**config.mk**
```make
export PLATFORM = sky130hd
export DESIGN_NAME = ecompass_calibrate_and_heading_unit_flat
export DESIGN_NICKNAME = d
export VERILOG_FILES = /design/src/design/ecomp_pkg.sv /design/src/design/ecomp_if.sv /design/src/design/ecomp_ctrl.sv /design/src/design/ecomp_datapath.sv /design/src/design/ecompass_calibrate_and_heading_unit.sv /design/src/flat_wrapper.sv
export VERILOG_INCLUDE_DIRS = /design/src /design/src/design
export SDC_FILE = /design/constraint.sdc
export NUM_CORES = 2
export LEC_CHECK = 0
export BUFFER_PORTS_ARGS = -buffer_cell sky130_fd_sc_hd__buf_2
export CAP_MARGIN = 20
export CELL_PAD_IN_SITES_DETAIL_PLACEMENT = 1
export CELL_PAD_IN_SITES_GLOBAL_PLACEMENT = 1
export CORE_ASPECT_RATIO = 1.2
export CORE_MARGIN = 8
export CORE_UTILIZATION = 47
export CTS_CLUSTER_SIZE = 12
export DETAILED_ROUTE_END_ITERATION = 10
export GPL_ROUTABILITY_DRIVEN = 0
export PLACE_DENSITY = 0.88
export SLEW_MARGIN = 20
export SYNTH_ARGS = -nofsm -noshare
export SYNTH_HDL_FRONTEND = slang
export SYNTH_HIERARCHICAL = 1
export SYNTH_SLANG_ARGS = --single-unit
```
**constraint.sdc**
```tcl
create_clock -name clk -period 7.2 [get_ports clk]
set_clock_uncertainty 0.15 [all_clocks]
set_input_delay 0.36 -clock clk [delete_from_list [all_inputs] [get_ports clk]]
set_output_delay 0.36 -clock clk [all_outputs]
set_load 0.02 [all_outputs]
```
**src/design/assert_macros.svh**
```systemverilog
// assertion macros used by the compass top level
// no dependencies
`ifndef ASSERT_MACROS_SVH
`define ASSERT_MACROS_SVH
// implication checked every clock, off during reset
`define ASSERT_IMPL(label, clk, rst, ante, cons) \
  label: assert property (@(posedge clk) disable iff (rst) (ante) |-> (cons)) \
    else $error("assertion failed");
// next-cycle implication
`define ASSERT_NEXT(label, clk, rst, ante, cons) \
  label: assert property (@(posedge clk) disable iff (rst) (ante) |=> (cons)) \
    else $error("assertion failed");
`endif

```
**src/design/ecomp_pkg.sv**
```systemverilog
// types and constants for the compass calibrate and heading unit
// no dependencies
`timescale 1ns / 1ps
package ecomp_pkg;
  typedef enum logic [1:0] {
    OP_SAMPLE  = 2'd0,
    OP_ADVANCE = 2'd1,
    OP_STOP    = 2'd2,
    OP_NONE    = 2'd3
  } op_t;

  typedef enum logic [1:0] {
    MODE_STOP = 2'd0,
    MODE_RUN  = 2'd1,
    MODE_ACQ  = 2'd2,
    MODE_CAL  = 2'd3
  } mode_t;

  typedef enum logic [2:0] {
    ST_IDLE,
    ST_CORDIC,
    ST_MUL,
    ST_DIV,
    ST_OUT
  } state_t;

  // controller to datapath commands
  typedef struct packed {
    logic load;     // capture item, do the mode and sample work, initialize cordic
    logic start;    // never driven; cordic is initialized by load
    logic iter;     // one cordic iteration
    logic mul;      // scale angle to degrees numerator
    logic finish;   // divide to whole degrees and write heading
  } cmd_t;

  // datapath to controller status
  typedef struct packed {
    logic need_cordic;
    logic cordic_last;
  } stat_t;

  // atan(2^-i) in Q30, truncated
  function automatic logic signed [31:0] atan_q30(input logic [4:0] i);
    case (i)
      5'd0: atan_q30 = 32'sd843314856;
      5'd1: atan_q30 = 32'sd497837829;
      5'd2: atan_q30 = 32'sd263043836;
      5'd3: atan_q30 = 32'sd133525158;
      5'd4: atan_q30 = 32'sd67021686;
      5'd5: atan_q30 = 32'sd33543515;
      5'd6: atan_q30 = 32'sd16775850;
      5'd7: atan_q30 = 32'sd8388437;
      5'd8: atan_q30 = 32'sd4194282;
      5'd9: atan_q30 = 32'sd2097149;
      5'd10: atan_q30 = 32'sd1048575;
      5'd11: atan_q30 = 32'sd524287;
      5'd12: atan_q30 = 32'sd262143;
      5'd13: atan_q30 = 32'sd131071;
      5'd14: atan_q30 = 32'sd65535;
      5'd15: atan_q30 = 32'sd32767;
      5'd16: atan_q30 = 32'sd16383;
      5'd17: atan_q30 = 32'sd8191;
      5'd18: atan_q30 = 32'sd4095;
      5'd19: atan_q30 = 32'sd2047;
      5'd20: atan_q30 = 32'sd1023;
      5'd21: atan_q30 = 32'sd511;
      5'd22: atan_q30 = 32'sd255;
      5'd23: atan_q30 = 32'sd127;
      default: atan_q30 = 32'sd0;
    endcase
  endfunction
endpackage

```
**src/design/ecomp_if.sv**
```systemverilog
// valid/ready channel interfaces for the compass unit
// depends on nothing
`timescale 1ns / 1ps
interface ecomp_in_if;
  logic valid;
  logic ready;
  logic [1:0] op;
  logic signed [15:0] mag_x;
  logic signed [15:0] mag_y;
  logic signed [15:0] mag_z;
  modport source (output valid, op, mag_x, mag_y, mag_z, input ready);
  modport sink (input valid, op, mag_x, mag_y, mag_z, output ready);
endinterface

interface ecomp_out_if;
  logic valid;
  logic ready;
  logic [1:0] mode;
  logic [8:0] heading_deg;
  modport source (output valid, mode, heading_deg, input ready);
  modport sink (input valid, mode, heading_deg, output ready);
endinterface

```
**src/design/ecomp_ctrl.sv**
```systemverilog
// controller state machine for the compass unit
// depends on ecomp_pkg
`timescale 1ns / 1ps
module ecomp_ctrl (
  input  logic clk,
  input  logic rst,
  input  logic in_valid,
  output logic in_ready,
  output logic out_valid,
  input  logic out_ready,
  input  ecomp_pkg::stat_t stat,
  output ecomp_pkg::cmd_t cmd
);
  ecomp_pkg::state_t state, state_next;

  // state register
  always_ff @(posedge clk) begin
    if (rst) state <= ecomp_pkg::ST_IDLE;
    else state <= state_next;
  end

  // next state
  always_comb begin
    state_next = state;
    case (state)
      ecomp_pkg::ST_IDLE: if (in_valid) state_next = ecomp_pkg::ST_CORDIC;
      ecomp_pkg::ST_CORDIC: begin
        if (!stat.need_cordic) state_next = ecomp_pkg::ST_OUT;
        else if (stat.cordic_last) state_next = ecomp_pkg::ST_MUL;
      end
      ecomp_pkg::ST_MUL: state_next = ecomp_pkg::ST_DIV;
      ecomp_pkg::ST_DIV: state_next = ecomp_pkg::ST_OUT;
      ecomp_pkg::ST_OUT: if (out_ready) state_next = ecomp_pkg::ST_IDLE;
      default: state_next = ecomp_pkg::ST_IDLE;
    endcase
  end

  // outputs
  always_comb begin
    cmd = '0;
    in_ready = 1'b0;
    out_valid = 1'b0;
    case (state)
      ecomp_pkg::ST_IDLE: begin
        in_ready = 1'b1;
        cmd.load = in_valid;
      end
      ecomp_pkg::ST_CORDIC: begin
        cmd.iter = stat.need_cordic;
      end
      ecomp_pkg::ST_MUL: cmd.mul = 1'b1;
      ecomp_pkg::ST_DIV: cmd.finish = 1'b1;
      ecomp_pkg::ST_OUT: out_valid = 1'b1;
      default: cmd = '0;
    endcase
  end
endmodule

```
**src/design/ecomp_datapath.sv**
```systemverilog
// datapath: mode, min/max tracking, offsets, cordic and degree scaling
// depends on ecomp_pkg
`timescale 1ns / 1ps
module ecomp_datapath #(
  parameter int AXES = 3,
  parameter int CORDIC_STEPS = 16
) (
  input  logic clk,
  input  logic rst,
  input  ecomp_pkg::cmd_t cmd,
  output ecomp_pkg::stat_t stat,
  input  logic [1:0] op,
  input  logic signed [15:0] mag_x,
  input  logic signed [15:0] mag_y,
  input  logic signed [15:0] mag_z,
  output logic [1:0] mode,
  output logic [8:0] heading_deg
);
  localparam int CntW = $clog2(CORDIC_STEPS + 1);

  ecomp_pkg::mode_t cur_mode;
  logic first_pass;
  logic signed [15:0] axis_max [AXES];
  logic signed [15:0] axis_min [AXES];
  logic signed [15:0] axis_offset [AXES];
  logic [8:0] last_heading;

  logic signed [15:0] rd [3];
  logic signed [15:0] cx, cy;
  logic signed [47:0] cx_x, cy_x, cr_x, cr_y; // 16 bits + 2^24 + growth
  logic signed [36:0] cz;
  logic [CntW-1:0] it;
  logic cy_neg;
  logic run_cordic;
  logic signed [47:0] num;   // degrees times 100 * 2^30
  logic [17:0] deg_q;        // num / 2^30 when num is not negative
  logic [31:0] deg_prod;     // reciprocal product for the divide by 100

  assign rd[0] = mag_x;
  assign rd[1] = mag_y;
  assign rd[2] = mag_z;
  assign cx = mag_x - axis_offset[0];
  assign cy = mag_y - axis_offset[1];
  assign mode = cur_mode;
  assign heading_deg = last_heading;
  assign stat.need_cordic = run_cordic;
  assign stat.cordic_last = (it == CntW'(CORDIC_STEPS - 1));

  // divide by 100 * 2^30: drop 30 bits, then multiply by 2^22 / 100 rounded up
  assign deg_q = num[47:30];
  assign deg_prod = deg_q[15:0] * 16'd41944;

  // mode machine and sample work on load, heading write on finish
  always_ff @(posedge clk) begin
    if (rst) begin
      cur_mode <= ecomp_pkg::MODE_STOP;
      first_pass <= 1'b1;
      last_heading <= '0;
      run_cordic <= 1'b0;
      for (int i = 0; i < AXES; i++) begin
        axis_max[i] <= '0;
        axis_min[i] <= '0;
        axis_offset[i] <= '0;
      end
    end else if (cmd.load) begin
      run_cordic <= 1'b0;
      case (op)
        ecomp_pkg::OP_ADVANCE: begin
          case (cur_mode)
            ecomp_pkg::MODE_STOP: begin
              cur_mode <= first_pass ? ecomp_pkg::MODE_ACQ : ecomp_pkg::MODE_RUN;
              first_pass <= 1'b0;
            end
            ecomp_pkg::MODE_ACQ: cur_mode <= ecomp_pkg::MODE_CAL;
            ecomp_pkg::MODE_CAL: cur_mode <= ecomp_pkg::MODE_RUN;
            default: cur_mode <= ecomp_pkg::MODE_STOP;
          endcase
        end
        ecomp_pkg::OP_STOP: begin
          first_pass <= 1'b1;
          cur_mode <= ecomp_pkg::MODE_STOP;
        end
        ecomp_pkg::OP_SAMPLE: begin
          case (cur_mode)
            ecomp_pkg::MODE_ACQ: begin
              for (int i = 0; i < AXES; i++) begin
                if (axis_max[i] == 16'sd0 && axis_min[i] == 16'sd0) begin
                  axis_max[i] <= rd[i];
                  axis_min[i] <= rd[i];
                end else begin
                  if (rd[i] > axis_max[i]) axis_max[i] <= rd[i];
                  if (rd[i] < axis_min[i]) axis_min[i] <= rd[i];
                end
              end
            end
            ecomp_pkg::MODE_CAL: begin
              for (int i = 0; i < AXES; i++) begin
                axis_offset[i] <= 16'((17'(axis_max[i]) + 17'(axis_min[i])) / 17'sd2);
              end
            end
            ecomp_pkg::MODE_RUN: begin
              if (cy == 16'sd0) begin
                if (cx > 16'sd0) last_heading <= 9'd0;
                else if (cx < 16'sd0) last_heading <= 9'd180;
              end else begin
                run_cordic <= 1'b1;
              end
            end
            default: run_cordic <= 1'b0;
          endcase
        end
        default: run_cordic <= 1'b0;
      endcase
    end else if (cmd.finish) begin
      // truncate toward zero and clamp to 0..359
      if (num[47]) last_heading <= 9'd0;
      else if (deg_q >= 18'd36000) last_heading <= 9'd359;
      else last_heading <= deg_prod[30:22];
    end
  end

  // cordic vectoring, one iteration a cycle
  always_ff @(posedge clk) begin
    if (cmd.load) begin
      cy_neg <= cy[15];
      cr_x <= cy[15] ? -(48'(cy) <<< 24) : (48'(cy) <<< 24);
      cr_y <= cy[15] ? -(48'(cx) <<< 24) : (48'(cx) <<< 24);
      cz <= '0;
      it <= '0;
    end else if (cmd.iter) begin
      if (!cr_y[47]) begin
        cr_x <= cr_x + cx_x;
        cr_y <= cr_y - cy_x;
        cz <= cz + 37'(ecomp_pkg::atan_q30(5'(it)));
      end else begin
        cr_x <= cr_x - cx_x;
        cr_y <= cr_y + cy_x;
        cz <= cz - 37'(ecomp_pkg::atan_q30(5'(it)));
      end
      it <= it + 1'b1;
    end
  end
  assign cx_x = cr_y >>> it;
  assign cy_x = cr_x >>> it;

  // degrees numerator: base * 100 * 2^30 - z * 5729
  always_ff @(posedge clk) begin
    if (cmd.mul) begin
      num <= (cy_neg ? (48'sd27000 <<< 30) : (48'sd9000 <<< 30))
             - 48'(cz) * 48'sd5729;
    end
  end
endmodule

```
**src/design/ecompass_calibrate_and_heading_unit.sv**
```systemverilog
// compass unit top level: controller plus datapath
// an op, non-run or degenerate sample passes the CORDIC state straight to the output
// state; a run sample with nonzero corrected y runs CORDIC_STEPS cordic iterations,
// then the scale state and the divide state before the output state
// one item at a time: a new item is taken only after the result is taken; result held until taken.
// rst is synchronous, active high, clears mode, min/max/offsets, heading; sets first pass
`timescale 1ns / 1ps
`include "assert_macros.svh"
module ecompass_calibrate_and_heading_unit #(
  parameter int AXES = 3,
  parameter int CORDIC_STEPS = 16
) (
  input logic clk,
  input logic rst,
  ecomp_in_if.sink in_ch,
  ecomp_out_if.source out_ch
);
  ecomp_pkg::cmd_t cmd;
  ecomp_pkg::stat_t stat;

  ecomp_ctrl u_ctrl (
    .clk(clk), .rst(rst),
    .in_valid(in_ch.valid), .in_ready(in_ch.ready),
    .out_valid(out_ch.valid), .out_ready(out_ch.ready),
    .stat(stat), .cmd(cmd)
  );

  ecomp_datapath #(.AXES(AXES), .CORDIC_STEPS(CORDIC_STEPS)) u_dp (
    .clk(clk), .rst(rst), .cmd(cmd), .stat(stat),
    .op(in_ch.op), .mag_x(in_ch.mag_x), .mag_y(in_ch.mag_y), .mag_z(in_ch.mag_z),
    .mode(out_ch.mode), .heading_deg(out_ch.heading_deg)
  );

  `ASSERT_IMPL(a_no_overlap, clk, rst, in_ch.ready, !out_ch.valid)
  `ASSERT_NEXT(a_take_starts, clk, rst, in_ch.valid && in_ch.ready, !in_ch.ready)
  `ASSERT_IMPL(a_heading_range, clk, rst, out_ch.valid, out_ch.heading_deg <= 9'd359)
endmodule
```
**src/flat_wrapper.sv**
```systemverilog
// flat-port wrapper written by rule: the top's interface ports become plain ports
module ecompass_calibrate_and_heading_unit_flat 
#(
  parameter int AXES = 3,
  parameter int CORDIC_STEPS = 16
)
  (clk, rst, in_ch_valid, in_ch_op, in_ch_mag_x, in_ch_mag_y, in_ch_mag_z, in_ch_ready, out_ch_valid, out_ch_mode, out_ch_heading_deg, out_ch_ready);
  ecomp_in_if in_ch_i ();
  ecomp_out_if out_ch_i ();
  input logic clk;
  input logic rst;
  input wire logic [$bits(in_ch_i.valid)-1:0] in_ch_valid;
  input wire logic [$bits(in_ch_i.op)-1:0] in_ch_op;
  input wire logic [$bits(in_ch_i.mag_x)-1:0] in_ch_mag_x;
  input wire logic [$bits(in_ch_i.mag_y)-1:0] in_ch_mag_y;
  input wire logic [$bits(in_ch_i.mag_z)-1:0] in_ch_mag_z;
  output wire logic [$bits(in_ch_i.ready)-1:0] in_ch_ready;
  output wire logic [$bits(out_ch_i.valid)-1:0] out_ch_valid;
  output wire logic [$bits(out_ch_i.mode)-1:0] out_ch_mode;
  output wire logic [$bits(out_ch_i.heading_deg)-1:0] out_ch_heading_deg;
  input wire logic [$bits(out_ch_i.ready)-1:0] out_ch_ready;
  assign in_ch_i.valid = in_ch_valid;
  assign in_ch_i.op = in_ch_op;
  assign in_ch_i.mag_x = in_ch_mag_x;
  assign in_ch_i.mag_y = in_ch_mag_y;
  assign in_ch_i.mag_z = in_ch_mag_z;
  assign in_ch_ready = in_ch_i.ready;
  assign out_ch_valid = out_ch_i.valid;
  assign out_ch_mode = out_ch_i.mode;
  assign out_ch_heading_deg = out_ch_i.heading_deg;
  assign out_ch_i.ready = out_ch_ready;
  ecompass_calibrate_and_heading_unit #(.AXES(AXES), .CORDIC_STEPS(CORDIC_STEPS)) u_core (.clk(clk), .rst(rst), .in_ch(in_ch_i), .out_ch(out_ch_i));
endmodule
```
== After elaboration in Yosys (flattened, before gate mapping) ==
Memories as Yosys holds them, arrays and structs flattened. A register that Yosys moved wholly into a read port is not among the register bits.
Cells that the tools add are included.

* Add/subtract/negate cells: 18
* Multipliers: 2
* Divide/modulo/power cells: 0
* Order comparisons: 9
* Equality and inequality tests: 18
* Shifts and indexed selects: 2
* Muxes and demuxes: 130
* Bitwise gates (word level): 18
* Reductions and logical operators: 20

{| class="wikitable"
|+ Operator list
! kind !! count
|-
| 48-bit two-way mux || 8
|-
| 16-bit two-way mux || 15
|-
| 32-bit two-way mux || 6
|-
| 16-bit logical NOT || 7
|-
| 48-bit adder || 2
|-
| 40-bit negation with 48-bit output || 2
|-
| 48-bit by 5-bit >>> shifter with 48-bit output || 2
|-
| 48-bit subtractor || 2
|-
| 9-bit two-way mux || 9
|-
| 1-bit two-way mux || 77
|-
| 16-bit by 16-bit adder with 17-bit output || 3
|-
| 16-bit by 1-bit adder with 16-bit output || 3
|-
| 16-bit > comparator || 3
|-
| 16-bit < comparator || 3
|-
| 37-bit by 14-bit multiplier with 48-bit output, second input constant || 1
|-
| 46-bit by 48-bit subtractor with 48-bit output || 1
|-
| 45-bit two-way mux || 1
|-
| 37-bit by 32-bit adder with 37-bit output || 1
|-
| 37-bit two-way mux || 1
|-
| 37-bit by 32-bit subtractor with 37-bit output || 1
|-
| 16-bit subtractor || 2
|-
| 16-bit by 13-bit multiplier with 28-bit output, second input constant || 1
|-
| 5-bit two-way mux || 4
|-
| 18-bit by 16-bit greater-or-equal comparator with 1-bit output, second input constant || 1
|-
| other kinds (27) || 61
|}

* Register bits: 203
* Bits in latches: 0
* Bits in writable memories: 144
* Bits in read-only memories: 1920
* Input bits: 54
* Output and inout bits: 13
* Word-level logic and storage cells: 233
* Memories kept: 5

{| class="wikitable"
|+ Memories
! memory !! depth !! width !! read ports !! clocked after Yosys merged registers in !! wr ports !! line !! RTL
|-
| (name not given) || 32 || 30 || 1 || 1 || 0 || ecomp_pkg.sv:44 || <nowiki>case (i)</nowiki>
|-
| (name not given) || 32 || 30 || 1 || 1 || 0 || ecomp_pkg.sv:44 ||
|-
| u_core.u_dp.axis_max || 3 || 16 || 3 || 0 || 3 || ecomp_datapath.sv:23 || <nowiki>logic signed [15:0] axis_max [AXES];</nowiki>
|-
| u_core.u_dp.axis_min || 3 || 16 || 3 || 0 || 3 || ecomp_datapath.sv:24 || <nowiki>logic signed [15:0] axis_min [AXES];</nowiki>
|-
| u_core.u_dp.axis_offset || 3 || 16 || 2 || 0 || 3 || ecomp_datapath.sv:25 || <nowiki>logic signed [15:0] axis_offset [AXES];</nowiki>
|}

== Depth between registers and ports, before layout ==
An unclocked memory read counts as a cell.

* Depth in word-level cells: 11
* Mapped depth: 31
* Gate-level depth less buffers: 24

== Hierarchy ==
The synthesis kept the hierarchy.

{| class="wikitable"
|+ Modules (own cells, without submodules)
! module !! times used !! cells each !! area an instance (µm²) !! sequential area each (µm²)
|-
| ecomp_datapath || 1 || 5289 || 47953.5 || 8998.6
|-
| ecomp_ctrl || 1 || 24 || 202.7 || 60.1
|}

== Worst setup path after synthesis ==
Ideal clock, no wire load.

* Path kind: reg-to-reg
* Start: register u_core.u_dp.it[4]
* End: register u_core.u_dp.cr_x[47] (data pin)
* Setup time: 0.260 ns
* Arrival: 6.256 ns
* Data required time: 6.790 ns
* Path slack: 0.534 ns
* Cell stages (with the launch flop): 26
* Buffers on the path: 7
* Clock period less this slack: 6.666 ns
* Path through: dfxtp_1 clkbuf_1 buf_1 clkbuf_1 clkbuf_1 clkbuf_1 clkbuf_1 clkbuf_1 o21a_1 ha_1 nand3_1 nor4_2 a21oi_1 xor2_1 ha_1 nand2_1 a2111oi_0 o21ai_0 a2111oi_0 o2111ai_1 a31oi_1 o211ai_1 a21boi_0 o21ai_0 o2bb2ai_1 mux2i_1

* Word-level cells in the longest chain between the ends: 5
* Elaborated cells on any way between the ends: 6
* Those cells by class: add/sub: 2; shift: 1; mux: 3

{| class="wikitable"
|+ Ends and longest elaborated chain
! item !! line !! RTL
|-
| start, declared || ecomp_datapath.sv:32 || <nowiki>logic [CntW-1:0] it;</nowiki>
|-
| start signal, assigned || ecomp_datapath.sv:140 || <nowiki>it <= it + 1'b1;</nowiki>
|-
| 48-bit by 5-bit >>> shifter with 48-bit output * || ecomp_datapath.sv:143 || <nowiki>assign cx_x = cr_y >>> it;</nowiki>
|-
| 48-bit adder / 48-bit subtractor (equally long branches) || ecomp_datapath.sv:132, ecomp_datapath.sv:136 ||
|-
| 48-bit two-way mux * || ecomp_datapath.sv:131 || <nowiki>if (!cr_y[47]) begin</nowiki>
|-
| 48-bit two-way mux * || ecomp_datapath.sv:130 || <nowiki>end else if (cmd.iter) begin</nowiki>
|-
| 48-bit two-way mux * || ecomp_datapath.sv:124 || <nowiki>if (cmd.load) begin</nowiki>
|-
| end signal, assigned || ecomp_datapath.sv:126 || <nowiki>cr_x <= cy[15] ? -(48'(cy) <<< 24) : (48'(cy) <<< 24);</nowiki>
|-
| end signal, assigned || ecomp_datapath.sv:132 || <nowiki>cr_x <= cr_x + cx_x;</nowiki>
|-
| end signal, assigned || ecomp_datapath.sv:136 || <nowiki>cr_x <= cr_x - cx_x;</nowiki>
|-
| end, declared || ecomp_datapath.sv:30 || <nowiki>logic signed [47:0] cx_x, cy_x, cr_x, cr_y;</nowiki>
|}

Mark *: on every way between the ends. The rest lies on a longest branch, timed or not. The select of a mux whose other input is x is not followed.
A chain may end at the register's enable or synchronous reset.

== Worst setup path after layout ==
* Start: register u_core.u_dp.it[1]
* End: register u_core.u_dp.cr_x[40] (data pin)

The elaborated chain is that of the path after synthesis.

==> metrics.csv <==
stage;metric;value;unit
outcome;status;finished with violations;
outcome;violations;setup timing;
placed_design;pre_cts_ws;-0.00161;ns
clocking;numCtsBuffers;41;
power_and_ir_drop;power_leakage;23.1;nW
clocking;clk_pin_slew;0.07;ns
min_path;hold_class;in -> reg;
placed_design;dpl-instance-area;50400;um2
die;die_y;367;um
yosys;synthCells;5311;
timing;finalSetupViolations;13;
finish;regArea;9080;um2
worst_setup_path;endpoint_kind;register;
finish;multi_input_area;35600;um2
clocking;cts-root-buf;clkbuf_16;
worst_setup_path;critical_path.max_fanout;27;
routing;drc;0;
routing;postRouteAntennaNets;0;
yosys;synth.avg_cell_area;9.07;um2
global_route;grt_max_degree;71;
finish;finalCoreUtilization;51.3;%
clocking;htreeDepth;2;
routing;drt_iter0_markers;3514;
timing;hold_viol;0;
routing;wl_per_cell;24.3;um
clocking;clk_latency;0.64;ns
finish;area_delta_synth_final;8.12;%
finish;drive_gt1_share;10.1;%
yosys;synth.yosys.warnings;6;
power_and_ir_drop;power_density;360;nW/um2
die;initial_core_util;47.4;%
run;maxCapViolCount;0;
global_route;grt_overflow;0;
worst_setup_path;cp.arrival;7.77;ns
placed_design;portBuffers;66;
global_route;antenna_found_initial;5;
worst_setup_path;cpMostUsedCell;a21oi_1;
worst_setup_path;slowest_delay;0.91;ns
yosys;syn-num-nets;6261;
timing;fmax;132;MHz
clocking;clock-sinks;331;
die;die_x;308;um
power_and_ir_drop;ir_drop;216;uV
worst_setup_path;path_cells;buf_16 -> mux4_2 -> and2_0 -> a2111oi_0 -> nor3b_2 -> nand4b_1 -> nor4_4 -> buf_4 -> and3_1 -> a21oi_1 -> xor2_1 -> ha_1 -> a21o_1 -> a21o_1 -> a21oi_1 -> nand2_1 -> a221o_1 -> a21oi_1 -> a21boi_0 -> o2bb2ai_1 -> o21a_1 -> a211oi_1 -> mux2_2;
die;core_area;102000;um2
finish;final_cells;6783;
global_route;first_global_vias;46770;
finish;final_cell_area;52100;um2
routing;firstDrtPassIters;8;
power_and_ir_drop;power;18.7;mW
timing;tightest_slew;1.22;ns
yosys;syn_area;48100;um2
worst_setup_path;worstSetupPathType;reg -> reg;
timing;tns;-2.86;ns
worst_setup_path;worstSetupStartpointType;register;
finish;fillers;11814;
placed_design;hpwl;127000;um
timing;slew_violations;0;
routing;vias;43052;
global_route;grt_first_pass_wirelength;255000;um
finish;nets;6335;
clocking;cts_tree;done;
timing;slew_headroom;17.8;%
die;io_pins;67;
worst_setup_path;cp_slowest_cell;a2111oi_0;
placed_design;dp.cells;6682;
worst_setup_path;crit_required;7.39;ns
routing;routed_wirelength;165000;um
die;rows;128;
clocking;clk_path_buf_depth;3;
timing;post-route-min-period;7.58;ns
timing;worst_hold_slack;0.0207;ns
timing;period_share;105;%
routing;vias_per_cell;6.35;
die;dieArea;113000;um2
global_route;grt_usage;28.0;%
timing;setup_ws;-0.381;ns
state kept, by name, indices dropped and copies added (netlist names), named ones only:
name,count
u_core/u_dp/axis_offset,32
u_core/u_dp/mode,2
u_core/u_dp/first_pass,1
u_core/u_dp/cy_neg,1
u_core/u_dp/heading_deg,9
u_core/u_dp/cr_x,48
u_core/u_dp/it,5
u_core/u_dp/run_cordic,1
u_core/u_dp/axis_max,48
u_core/u_dp/cr_y,48
u_core/u_dp/axis_min,48
u_core/u_dp/num,18
u_core/u_dp/cz,37
u_core/u_ctrl/state,3
layer usage:
| layer | wire [um] | global-route usage, % | up-vias |
|---|---|---|---|
| met1 | 58100 | 30.2 | 21276 |
| met4 | 12500 | 16.8 | 2 |
| met2 | 82700 | 50.7 | 2041 |
| met3 | 11300 | 4.74 | 828 |
| li1 | - | - | 18905 |
| met5 | 17 | 0 | - |
path summary, 6_finish.rpt:
path	slack (ns)	endpoint	cells past startpoint	start
worst max register to register	-0.38	u_core/u_dp/cr_x[40]	23	u_core/u_dp/it[1]
worst min register to register	0.35	u_core/u_dp/heading_deg[8]	1	u_core/u_dp/heading_deg[8]
worst max-delay path	-0.38	u_core/u_dp/cr_x[40]	23	u_core/u_dp/it[1]
worst min-delay path	0.02	u_core/u_dp/axis_min[2][11]	2	in_ch_mag_z[11]
power by group:
| group | switching, mW | internal, mW | total (mW) |
|---|---|---|---|
| Sequential | 0.776 | 2.76 | 3.54 |
| Combinational | 7.65 | 5.40 | 13.0 |
| Clock | 0.944 | 1.19 | 2.14 |
| Total | 9.37 | 9.35 | 18.7 |
cells in the final DEF (no fill, tap or decap), types with 21 or more instances in the layout:
cell,instances
a211oi_1,39
a21o_1,135
a21oi_1,331
a31oi_1,46
and2_1,61
and3_1,39
buf_2,66
buf_4,116
clkbuf_16,42
dfxtp_1,79
edfxtp_1,243
fa_1,256
ha_1,640
inv_1,734
mux2_2,61
mux2i_1,134
mux4_2,153
nand2_1,291
nand2b_1,35
nand3_1,57
nand4_1,50
nor2_1,442
nor2b_1,130
nor3_1,100
nor4_1,42
o211ai_1,24
o21a_1,55
o21ai_0,205
o21bai_1,21
o22ai_1,24
o31ai_1,25
or3_1,21
xnor2_1,217
xor2_1,126
worst max-delay path, delay by kind of cell (launching register included):
kind | cells | cell delay (ns)
buf+inv | 2 | 0.45
fa+ha+maj | 1 | 0.22
mux | 2 | 0.94
compound gates | 11 | 3.03
simple gates | 6 | 1.81
xor+xnor | 1 | 0.19
flops | 1 | 0.47
cell type report:
type,count,share of cell area [%]
timing repair buffer,209,3.00
sequential,331,17.4
antenna,2,0.00961
inverter,741,5.35
tap,1365,3.28
clock inverter,21,0.389
multi-input combinational,4061,68.4
clock buffer,53,2.11
repair_timing:
action	CTS	global route
setup endpoints to repair	3	31
gates resized for setup	2	23
buffers inserted	1	7
hold buffers	16	0
cloned	0	1
endpoints found under the hold margin	23	0
No activity file was read; power rests on OpenSTA's default activity.
